[config.mk]
export PLATFORM = sky130hd
export DESIGN_NAME = led_matrix_transition_pixel
export DESIGN_NICKNAME = d
export VERILOG_FILES = /design/src/hdl/lmtp_pkg.sv /design/src/hdl/lmtp_scale.sv /design/src/hdl/led_matrix_transition_pixel.sv
export SDC_FILE = /design/constraint.sdc
export NUM_CORES = 2
export LEC_CHECK = 0
export BUFFER_PORTS_ARGS = -buffer_cell sky130_fd_sc_hd__buf_2
export CORE_UTILIZATION = 40
export CTS_BUF_LIST = sky130_fd_sc_hd__clkbuf_4 sky130_fd_sc_hd__clkbuf_8 sky130_fd_sc_hd__clkbuf_16
export DETAILED_ROUTE_END_ITERATION = 12
export SLEW_MARGIN = 15
export SYNTH_ARGS = -nofsm -noshare
export SYNTH_HDL_FRONTEND = slang
export SYNTH_SLANG_ARGS = --single-unit
[constraint.sdc]
create_clock -name clk -period 7.95 [get_ports clk]
set_input_delay 0.795 -clock clk [delete_from_list [all_inputs] [get_ports clk]]
set_output_delay 0.795 -clock clk [all_outputs]
set_load 0.05 [all_outputs]
[src/hdl/lmtp_pkg.sv]
// Shared constants, codes and types for the LED matrix transition pixel compositor.
// Used by lmtp_scale and led_matrix_transition_pixel. No dependencies.
package lmtp_pkg;

  // Grid geometry and fade depth.
  localparam int GRID_ROWS  = 13;
  localparam int GRID_COLS  = 13;
  localparam int FADE_STEPS = 20;
  localparam int HEART_FULL = 255;

  // Internal widths: grid coordinates (up to 127) and the unmasked LED index.
  localparam int COORD_W = 7;
  localparam int IDX_W   = 13;

  // Reciprocal scaling: x / den is taken as (x * floor(2^16 / den)) >> 16 plus a
  // correction of at most one.
  localparam int RECIP_SHIFT = 16;
  localparam int RECIP_W     = 17;
  localparam logic [RECIP_W-1:0] FADE_RECIP  = RECIP_W'((1 << RECIP_SHIFT) / FADE_STEPS);
  localparam logic [RECIP_W-1:0] HEART_RECIP = RECIP_W'((1 << RECIP_SHIFT) / HEART_FULL);
  localparam logic [7:0]         FADE_DEN    = 8'(FADE_STEPS);
  localparam logic [7:0]         HEART_DEN   = 8'(HEART_FULL);

  // Effect codes; the two unused codes behave as fade.
  typedef enum logic [2:0] {
    KIND_FADE      = 3'd0,
    KIND_WIPE_LR   = 3'd1,
    KIND_WIPE_RL   = 3'd2,
    KIND_RAIN      = 3'd3,
    KIND_RIPPLE    = 3'd4,
    KIND_HEARTBEAT = 3'd5
  } kind_t;

  // Configuration register indexes.
  localparam logic CFG_CENTER_ROW = 1'b0;
  localparam logic CFG_CENTER_COL = 1'b1;

  // Stage load enables handed to the scaler lanes.
  typedef struct packed {
    logic ld2;
    logic ld3;
  } lmtp_ld_t;

endpackage

[src/hdl/lmtp_scale.sv]
// One color channel divider: product / den by reciprocal multiply and correction.
// Takes the stage-one product, returns the quotient two stages later. Uses lmtp_pkg.
module lmtp_scale (
  input  logic             clk,
  input  lmtp_pkg::lmtp_ld_t ld,
  input  logic [15:0]      prod,
  input  logic             heart,
  output logic [7:0]       quot
);
  import lmtp_pkg::*;

  logic [RECIP_W-1:0]         recip;
  logic [RECIP_W+15:0]        est;
  logic [15:0]                x_s2_r;
  logic [7:0]                 q0_s2_r;
  logic                       heart_s2_r;
  logic [7:0]                 den_s2;
  logic [15:0]                back;
  logic [15:0]                rem;
  logic [7:0]                 quot_nxt;
  logic [7:0]                 quot_r;

  // Stage two: the estimate never overshoots and is at most one short.
  assign recip = heart ? HEART_RECIP : FADE_RECIP;
  assign est   = (RECIP_W + 16)'(prod) * (RECIP_W + 16)'(recip);

  always_ff @(posedge clk) begin
    if (ld.ld2) begin
      x_s2_r     <= prod;
      q0_s2_r    <= est[RECIP_SHIFT +: 8];
      heart_s2_r <= heart;
    end
  end

  // Stage three: remainder check adds the missing one.
  assign den_s2   = heart_s2_r ? HEART_DEN : FADE_DEN;
  assign back     = 16'(q0_s2_r) * 16'(den_s2);
  assign rem      = x_s2_r - back;
  assign quot_nxt = (rem >= 16'(den_s2)) ? q0_s2_r + 8'd1 : q0_s2_r;

  always_ff @(posedge clk) begin
    if (ld.ld3) begin
      quot_r <= quot_nxt;
    end
  end

  assign quot = quot_r;

endmodule

[src/hdl/led_matrix_transition_pixel.sv]
// Top level of the per-pixel transition compositor for a serpentine LED grid.
// Depends on lmtp_pkg and on three lmtp_scale channel dividers.
//
//   channel   direction  handshake              payload
//   in_       in         in_valid / in_stall    kind, phase, step, row, col, 3 colors
//   out_      out        out_valid / out_stall  led_index, pixel_color
//   cfg_      in         cfg_we                 cfg_index, cfg_data (ripple center)
//
// One beat enters per clock while in_stall is low; the three-stage pipeline
// around the reciprocal channel scaler carries each beat to the output.
// Reset (synchronous, rst_n low) empties the pipeline and sets the center to 6,6.
// A stalled output holds its beat; stages behind it keep filling bubbles, and
// in_stall rises only when all three stages hold beats and the output is stalled.
module led_matrix_transition_pixel (
  input  logic        clk,
  input  logic        rst_n,
  input  logic        cfg_we,
  input  logic        cfg_index,
  input  logic [3:0]  cfg_data,
  input  logic        in_valid,
  output logic        in_stall,
  input  logic [2:0]  in_kind,
  input  logic        in_phase,
  input  logic [7:0]  in_step,
  input  logic [3:0]  in_row,
  input  logic [3:0]  in_col,
  input  logic [23:0] in_old_color,
  input  logic [23:0] in_new_color,
  input  logic [23:0] in_current_color,
  output logic        out_valid,
  input  logic        out_stall,
  output logic [7:0]  out_led_index,
  output logic [23:0] out_pixel_color
);
  import lmtp_pkg::*;

  localparam logic [COORD_W-1:0] LAST_ROW = COORD_W'(GRID_ROWS - 1);
  localparam logic [COORD_W-1:0] LAST_COL = COORD_W'(GRID_COLS - 1);

  // Configuration registers.
  logic [3:0] center_row_r;
  logic [3:0] center_col_r;

  always_ff @(posedge clk) begin
    if (!rst_n) begin
      center_row_r <= 4'd6;
      center_col_r <= 4'd6;
    end else if (cfg_we) begin
      unique case (cfg_index)
        CFG_CENTER_ROW: center_row_r <= cfg_data;
        CFG_CENTER_COL: center_col_r <= cfg_data;
        default: ;
      endcase
    end
  end

  // Pipeline control: each stage takes a beat when it is empty or its
  // successor takes the one it holds.
  logic v1_r, v2_r, v3_r;
  logic rdy1, rdy2, rdy3;
  lmtp_ld_t ld;

  assign rdy3     = !v3_r || !out_stall;
  assign rdy2     = !v2_r || rdy3;
  assign rdy1     = !v1_r || rdy2;
  assign in_stall = !rdy1;
  assign ld.ld2   = rdy2 && v1_r;
  assign ld.ld3   = rdy3 && v2_r;

  always_ff @(posedge clk) begin
    if (!rst_n) begin
      v1_r <= 1'b0;
      v2_r <= 1'b0;
      v3_r <= 1'b0;
    end else begin
      if (rdy1) v1_r <= in_valid;
      if (rdy2) v2_r <= v1_r;
      if (rdy3) v3_r <= v2_r;
    end
  end

  // Stage one: saturate the position, decide whether the pixel is hit, form
  // the color for the non-scaling effects and the channel products.
  kind_t              kind;
  logic [3:0]         row_c, col_c;
  logic [COORD_W-1:0] prow, col_x;
  logic [3:0]         drow, dcol;
  logic [4:0]         ripple_d;
  logic [23:0]        src;
  logic [7:0]         num;
  logic               hit, scaled, heart;
  logic [23:0]        plain;

  assign kind  = kind_t'(in_kind);
  assign row_c = ({3'b0, in_row} > LAST_ROW) ? LAST_ROW[3:0] : in_row;
  assign col_c = ({3'b0, in_col} > LAST_COL) ? LAST_COL[3:0] : in_col;
  assign prow  = LAST_ROW - COORD_W'(row_c);
  // Odd physical rows run right to left.
  assign col_x = prow[0] ? LAST_COL - COORD_W'(col_c) : COORD_W'(col_c);

  assign drow     = (row_c >= center_row_r) ? row_c - center_row_r : center_row_r - row_c;
  assign dcol     = (col_c >= center_col_r) ? col_c - center_col_r : center_col_r - col_c;
  assign ripple_d = 5'(drow) + 5'(dcol);
  assign src      = in_phase ? in_new_color : in_old_color;

  always_comb begin
    hit    = 1'b0;
    scaled = 1'b0;
    heart  = 1'b0;
    unique case (kind)
      KIND_WIPE_LR:   hit = ({4'b0, col_c} <= in_step);
      KIND_WIPE_RL:   hit = ({4'b0, col_c} >= in_step);
      KIND_RAIN:      hit = ({4'b0, row_c} <= in_step) && (!in_phase || in_new_color != 24'd0);
      KIND_RIPPLE:    hit = in_phase ? ({3'b0, ripple_d} >= in_step)
                                     : ({3'b0, ripple_d} <= in_step);
      KIND_HEARTBEAT: begin
        scaled = 1'b1;
        heart  = 1'b1;
      end
      default:        scaled = 1'b1;
    endcase
  end

  // Fade clamps the step to its denominator; heartbeat uses it as is.
  assign num   = (heart || in_step <= FADE_DEN) ? in_step : FADE_DEN;
  assign plain = hit ? (in_phase ? in_new_color : 24'd0) : in_current_color;

  logic [15:0]        prod_r_s1_r, prod_g_s1_r, prod_b_s1_r;
  logic               heart_s1_r, scaled_s1_r;
  logic [23:0]        plain_s1_r;
  logic [COORD_W-1:0] prow_s1_r, colx_s1_r;

  always_ff @(posedge clk) begin
    if (rdy1) begin
      prod_r_s1_r <= 16'(src[23:16]) * 16'(num);
      prod_g_s1_r <= 16'(src[15:8]) * 16'(num);
      prod_b_s1_r <= 16'(src[7:0]) * 16'(num);
      heart_s1_r  <= heart;
      scaled_s1_r <= scaled;
      plain_s1_r  <= plain;
      prow_s1_r   <= prow;
      colx_s1_r   <= col_x;
    end
  end

  // Stage two: serpentine index. Stages two and three also run the dividers.
  logic [IDX_W-1:0] idx_full;
  logic [7:0]       idx_s2_r, idx_s3_r;
  logic             scaled_s2_r, scaled_s3_r;
  logic [23:0]      plain_s2_r, plain_s3_r;

  assign idx_full = IDX_W'(prow_s1_r) * IDX_W'(GRID_COLS) + IDX_W'(colx_s1_r);

  always_ff @(posedge clk) begin
    if (ld.ld2) begin
      idx_s2_r    <= idx_full[7:0];
      scaled_s2_r <= scaled_s1_r;
      plain_s2_r  <= plain_s1_r;
    end
    if (ld.ld3) begin
      idx_s3_r    <= idx_s2_r;
      scaled_s3_r <= scaled_s2_r;
      plain_s3_r  <= plain_s2_r;
    end
  end

  logic [7:0] q_r, q_g, q_b;

  lmtp_scale u_scale_r (.clk(clk), .ld(ld), .prod(prod_r_s1_r), .heart(heart_s1_r), .quot(q_r));
  lmtp_scale u_scale_g (.clk(clk), .ld(ld), .prod(prod_g_s1_r), .heart(heart_s1_r), .quot(q_g));
  lmtp_scale u_scale_b (.clk(clk), .ld(ld), .prod(prod_b_s1_r), .heart(heart_s1_r), .quot(q_b));

  // Stage three output.
  assign out_valid       = v3_r;
  assign out_led_index   = idx_s3_r;
  assign out_pixel_color = scaled_s3_r ? {q_r, q_g, q_b} : plain_s3_r;

  // The input only backs up when every stage holds a beat.
  a_stall_full: assert property (@(posedge clk) disable iff (!rst_n)
    in_stall |-> (v1_r && v2_r && v3_r && out_stall))
    else $error("input stalled with a free pipeline stage");

  // An accepted beat lands in stage one.
  a_accept_lands: assert property (@(posedge clk) disable iff (!rst_n)
    (in_valid && !in_stall) |=> v1_r)
    else $error("accepted beat missing from stage one");

  // A beat moving out of stage two becomes the output beat.
  a_s2_to_out: assert property (@(posedge clk) disable iff (!rst_n)
    (v2_r && rdy3) |=> out_valid)
    else $error("beat lost between stage two and the output");

  // The index stays on the grid whenever it fits in eight bits.
  a_index_range: assert property (@(posedge clk) disable iff (!rst_n)
    out_valid |-> ((GRID_ROWS * GRID_COLS > 256) ||
                   (32'(out_led_index) < GRID_ROWS * GRID_COLS)))
    else $error("LED index beyond the grid");

endmodule

# Yosys cells after proc, flatten, opt, wreduce, memory -nomap -nowiden
# Index checks and enable logic that the tools add are counted.
[word_totals]
register_bits = 260
latchBits = 0
mem_bits_rw = 0
mem_bits_ro = 0
word_cells = 110
n_memories = 0
[op_classes]
n_addsub = 14
mul = 10
n_div = 0
n_lt_le_gt_ge = 13
eq_ne = 5
shifts = 0
n_mux = 19
n_bitwise = 1
n_reduce_logical = 18
[op_table]
columns = ["cell", "n"]
rows = [
  ["$mul A8 B8 Y16", 6],
  ["$mux W24", 4],
  ["$mul A16 B17 Y24", 3],
  ["$ge A16 B8 Y1", 3],
  ["$sub A16 B16 Y16", 3],
  ["$mux W8", 5],
  ["$add A8 B1 Y8 const B", 3],
  ["$reduce_bool A24 Y1", 1],
  ["$mux W4", 5],
  ["$le A4 B8 Y1", 2],
  ["$sub A4 B4 Y4", 4],
  ["$mux W12", 1],
  ["$sub A4 B4 Y5 const A", 2],
  ["$add A8 B7 Y8", 1],
  ["$ge A4 B4 Y1", 2],
  ["$ge A4 B8 Y1", 1],
  ["$ge A5 B8 Y1", 1],
  ["$gt A4 B4 Y1 const B", 2],
  ["$le A5 B8 Y1", 1],
  ["$le A8 B5 Y1 const B", 1],
  ["$mul A7 B4 Y8 const B", 1],
  ["$eq A3 B2 Y1 const B", 2],
  ["$eq A3 B3 Y1 const B", 2],
  ["$logic_not A1 Y1", 6],
  ["9 further kinds", 18],
]

# Longest topological paths before layout
[depth]
ltp_word = 9
mapped_depth = 25

# Cells and area by module
# A second synthesis with hierarchy kept.
[unflattened]
hier_cells = 3557
area_unflattened_um2 = 35355.2
[modules_own_cells]
columns = ["mod", "instances", "cells_per_inst", "area_each_um2"]
rows = [
  ["led_matrix_transition_pixel", 1, 1299, 13695.6],
  ["lmtp_scale at u_scale_r", 1, 760, 7284.5],
  ["lmtp_scale at u_scale_b", 1, 763, 7260.7],
  ["lmtp_scale at u_scale_g", 1, 735, 7114.3],
]

# Least setup slack after synthesis
# Ideal clock, no wire load.
[synth_path]
kind = "reg-to-reg"
from = "reg u_scale_b.heart_s2_r"
to = "reg u_scale_b.quot_r[1] (netlist: u_scale_b.quot[1]) (data pin)"
setup_ns = 0.260
arrival_ns = 6.379
setup_slack_ns = 1.311
stages_incl_launch_ff = 23
path_buffers = 3
period_less_slack_ns = 6.639
path_cell_list = "edfxtp_1 clkbuf_1 buf_1 nand2_1 fa_1 fa_1 fa_1 inv_1 fa_1 inv_1 ha_1 clkbuf_1 nand2_1 o21ai_0 nor2_1 xnor2_1 ha_1 nand3_1 nor4_1 a311o_1 or4_4 nor4_4 mux2_4"
[synth_between]
elab_chain_cells = 5
[synth_lines]
columns = ["item", "line", "rtl"]
rows = [
  ["start: declaration", "lmtp_scale.sv:16", "logic heart_s2_r;"],
  ["start signal: assignment", "lmtp_scale.sv:31", "heart_s2_r <= heart;"],
  ["$mux W8 *", "lmtp_scale.sv:36", "assign den_s2 = heart_s2_r ? HEART_DEN : FADE_DEN;"],
  ["$mul A8 B8 Y16", "lmtp_scale.sv:37", "assign back = 16'(q0_s2_r) * 16'(den_s2);"],
  ["$sub A16 B16 Y16", "lmtp_scale.sv:38", "assign rem = x_s2_r - back;"],
  ["$ge A16 B8 Y1 *", "lmtp_scale.sv:39", "assign quot_nxt = (rem >= 16'(den_s2)) ? q0_s2_r + 8'd1 : q0_s2_r;"],
  ["$mux W8 *", "lmtp_scale.sv:39", ""],
  ["via u_scale_b.quot_nxt[1]", "lmtp_scale.sv:20", "logic [7:0] quot_nxt;"],
  ["end signal: assignment", "lmtp_scale.sv:43", "quot_r <= quot_nxt;"],
  ["end: declaration", "lmtp_scale.sv:21", "logic [7:0] quot_r;"],
]
# Mark *: on every way through the listed nets, which the timed path passes. The rest lies on a longest branch.
# A chain may end at the register's enable or synchronous reset.

==> qor.yml <==
cts.sink_count: 258
drv_cap: 0
min_path_cells: 2
cp.required_ps: 8260
drt-total-wl_um: 76300
synthTopCellsByCount: "inv_1, ha_1, fa_1"
cts_made_buffers: 29
fp.dieW_um: 295
clock_path_buffers: 3
post_synth.cell_area_avg_um2: 9.92
grt_pass1_wl_um: 124000
drtAntennaViolNets: 0
fin_tns_setup_ps: 0
synthArstFlopShare_pct: 0
vias: 22800
yosysSeqAreaShare_pct: 22.2
synthTopCellsByArea: "fa_1, edfxtp_1, ha_1"
hold_path.class: "input port to flip-flop"
ys_ff_latch: 258
hp-start: "in_valid"
slew_headroom_pct: 34.7
ys_warn_count: 0
gp_congestion: 0.893
crit_arrival_ps: 7000
finalCriticalPeriod_ps: 6680
regToRegStartpoint: "u_scale_b.heart_s2_r$_DFFE_PP_"
cts_root_buf: "clkbuf_16"
wire_per_inst_um: 16.0
max_freq_mhz: 150
drcViolationCount: 0
io_pins: 136
cts_tree: "built"
rows: 107
worstMarginPinSlew_ps: 978
grt_pass1_vias: 23100
via_per_inst: 4.79
cts_resized: 0
syn_inst: 3468
crit_path_top_delay_cell: "fa_1"
synthesis.area_um2: 34400
grt_max_degree: 71
rsz0062_at_grt: "false"
skew_ps: 24.6
clkLatencyLatePin_ps: 600
cts-htree-levels: 1
status: "complete, no violations"
yosysMostFrequentCell: "inv_1"
cts_setup_buffers: 0
crit_path_start_kind: "flip-flop"
drt_iter0_markers: 1196
r2r_end: "u_scale_g.quot[3]$_DFFE_PP_"
ys.flop_type: "edfxtp_1"
finalCritPeriodShare_pct: 84.1
fp.dieArea_um2: 87100
coreArea_um2: 85100
die_h_um: 295
drive_gt1_share_pct: 7.73
slowest_delay_ps: 640
cp_max_fo: 16
hold_path_end: "v1_r$_SDFFE_PN0N_"
synth_top_area_share_pct: 24.7
ctsHoldBuffers: 0
synth_edf_count: 247
report.final.hold_viol_count: 0
area_growth_pct: 9.08
crit_top_cell: "fa_1"
end_kind: "flip-flop"
setup_viol: 0
gr-total-overflow: 0
yosysTopAreaCell: "fa_1"
fin_nets: 4679
antenna_found_initial: 3
yosysUniqueCellTypes: 72
regToRegSetupSlack_ps: 1270
path_clk_slew_ps: 60
dr.pass1.iters: 5
start_util_pct: 40.4
port_buffers: 135
cp_cell_sequence: "buf_4 -> nand2_1 -> fa_1 -> fa_1 -> fa_1 -> inv_1 -> fa_1 -> inv_1 -> ha_1 -> a21oi_1 -> o21ai_0 -> xor2_1 -> ha_1 -> a2111oi_0 -> o2111ai_1 -> nor4_1 -> o2111ai_1 -> nand4_1 -> xnor2_1"
worstRegToRegCells: 19
crit_type: "flip-flop to flip-flop"
drv_slew: 0
grtUsageTotal_pct: 17.9
hpwl_um: 65000
-- layout make-up --
type                       instances  area (µm²)
clock buffer                      32         761
fill                            8262       47600
tap                             1144        1430
inverter                         815        3060
multi-input combinational       2338       23500
timing repair buffer             158         848
antenna                            4        10.0
clock inverter                    22         253
sequential                       258        7640
-- kinds of logic after synthesis --
kind of cell | after synthesis | share of synthesized area (%)
flip-flops | 258 | 22.2
buffers and inverters | 907 | 9.91
AND/OR/NAND/NOR | 742 | 10.0
AO/OA/AOI/OAI | 346 | 6.60
adder cells (fa/ha/maj) | 977 | 44.8
other | 2 | 0.0218
XOR/XNOR | 152 | 3.87
multiplexers | 84 | 2.55
-- worst max-delay path by stage --
stage                                               from                           to  slack [ps]  cells after the start
after floorplan           u_scale_b.heart_s2_r$_DFFE_PP_  u_scale_b.quot[1]$_DFFE_PP_        1310                     22
after global placement    u_scale_b.heart_s2_r$_DFFE_PP_  u_scale_g.quot[3]$_DFFE_PP_        1360                     19
after detailed placement  u_scale_b.heart_s2_r$_DFFE_PP_  u_scale_b.quot[1]$_DFFE_PP_        1340                     22
after CTS                 u_scale_b.heart_s2_r$_DFFE_PP_  u_scale_b.quot[1]$_DFFE_PP_        1310                     22
after global routing      u_scale_b.heart_s2_r$_DFFE_PP_  u_scale_g.quot[1]$_DFFE_PP_         740                     19
final                     u_scale_b.heart_s2_r$_DFFE_PP_  u_scale_g.quot[3]$_DFFE_PP_        1270                     19
-- flip-flops by register name, indices dropped and copies added (netlist names), 16 cells and up --
register / count
plain_s1_r: 24
plain_s2_r: 24
plain_s3_r: 24
prod_b_s1_r: 16
prod_g_s1_r: 16
prod_r_s1_r: 16
u_scale_b.x_s2_r: 16
u_scale_g.x_s2_r: 16
u_scale_r.x_s2_r: 16
-- cell usage in the layout, fill, tap and decap left out, types with 29 or more instances in the layout --
master,instances
clkbuf_16,29
nor2_1,292
or2_2,32
inv_1,815
xor2_1,38
o21ai_0,56
conb_1,37
nand2_1,166
fa_1,425
a21o_1,63
mux2i_1,57
nor3_1,37
nor2b_1,55
a21oi_1,106
buf_2,135
ha_1,552
edfxtp_1,247
nand3_1,37
nand2b_1,41
xnor2_1,114
-- critical path, delay by kind of cell, from the launching register on --
kind / cells / cell delay, ps
AOI/OAI and AO/OA: 5 / 1580
xor gates and xnor gates: 2 / 260
adders and majority gates: 6 / 2700
buffers and inverters: 3 / 410
DFF: 1 / 560
and+or+nand+nor: 3 / 890
-- per-stage QoR --
stage	util [%]	instance area (µm²)	setup slack, ps	cells	hold WS [ps]
floorplan	-	34500	1310	3503	400
global placement	42.9	36500	1360	4713	402
detailed placement	42.9	36500	1340	4713	406
CTS	44.0	37500	1310	4767	381
global route	44.1	37500	744	4769	385
finish	44.1	37500	1270	4771	411
-- metal layers --
layer / wire length [µm] / vias to the layer above / track usage, % / share of wire, %
met5: 0 / - / 0 / 0
met4: 818 / 0 / 2.67 / 1.1
met3: 3100 / 55 / 1.65 / 4.1
met2: 33300 / 395 / 28.0 / 44
met1: 39000 / 11100 / 27.1 / 51
li1: - / 11300 / - / -
Power is left out: the tool's default activity adds up to more than one toggle a clock period on the data nets, which glitch-free logic cannot reach.
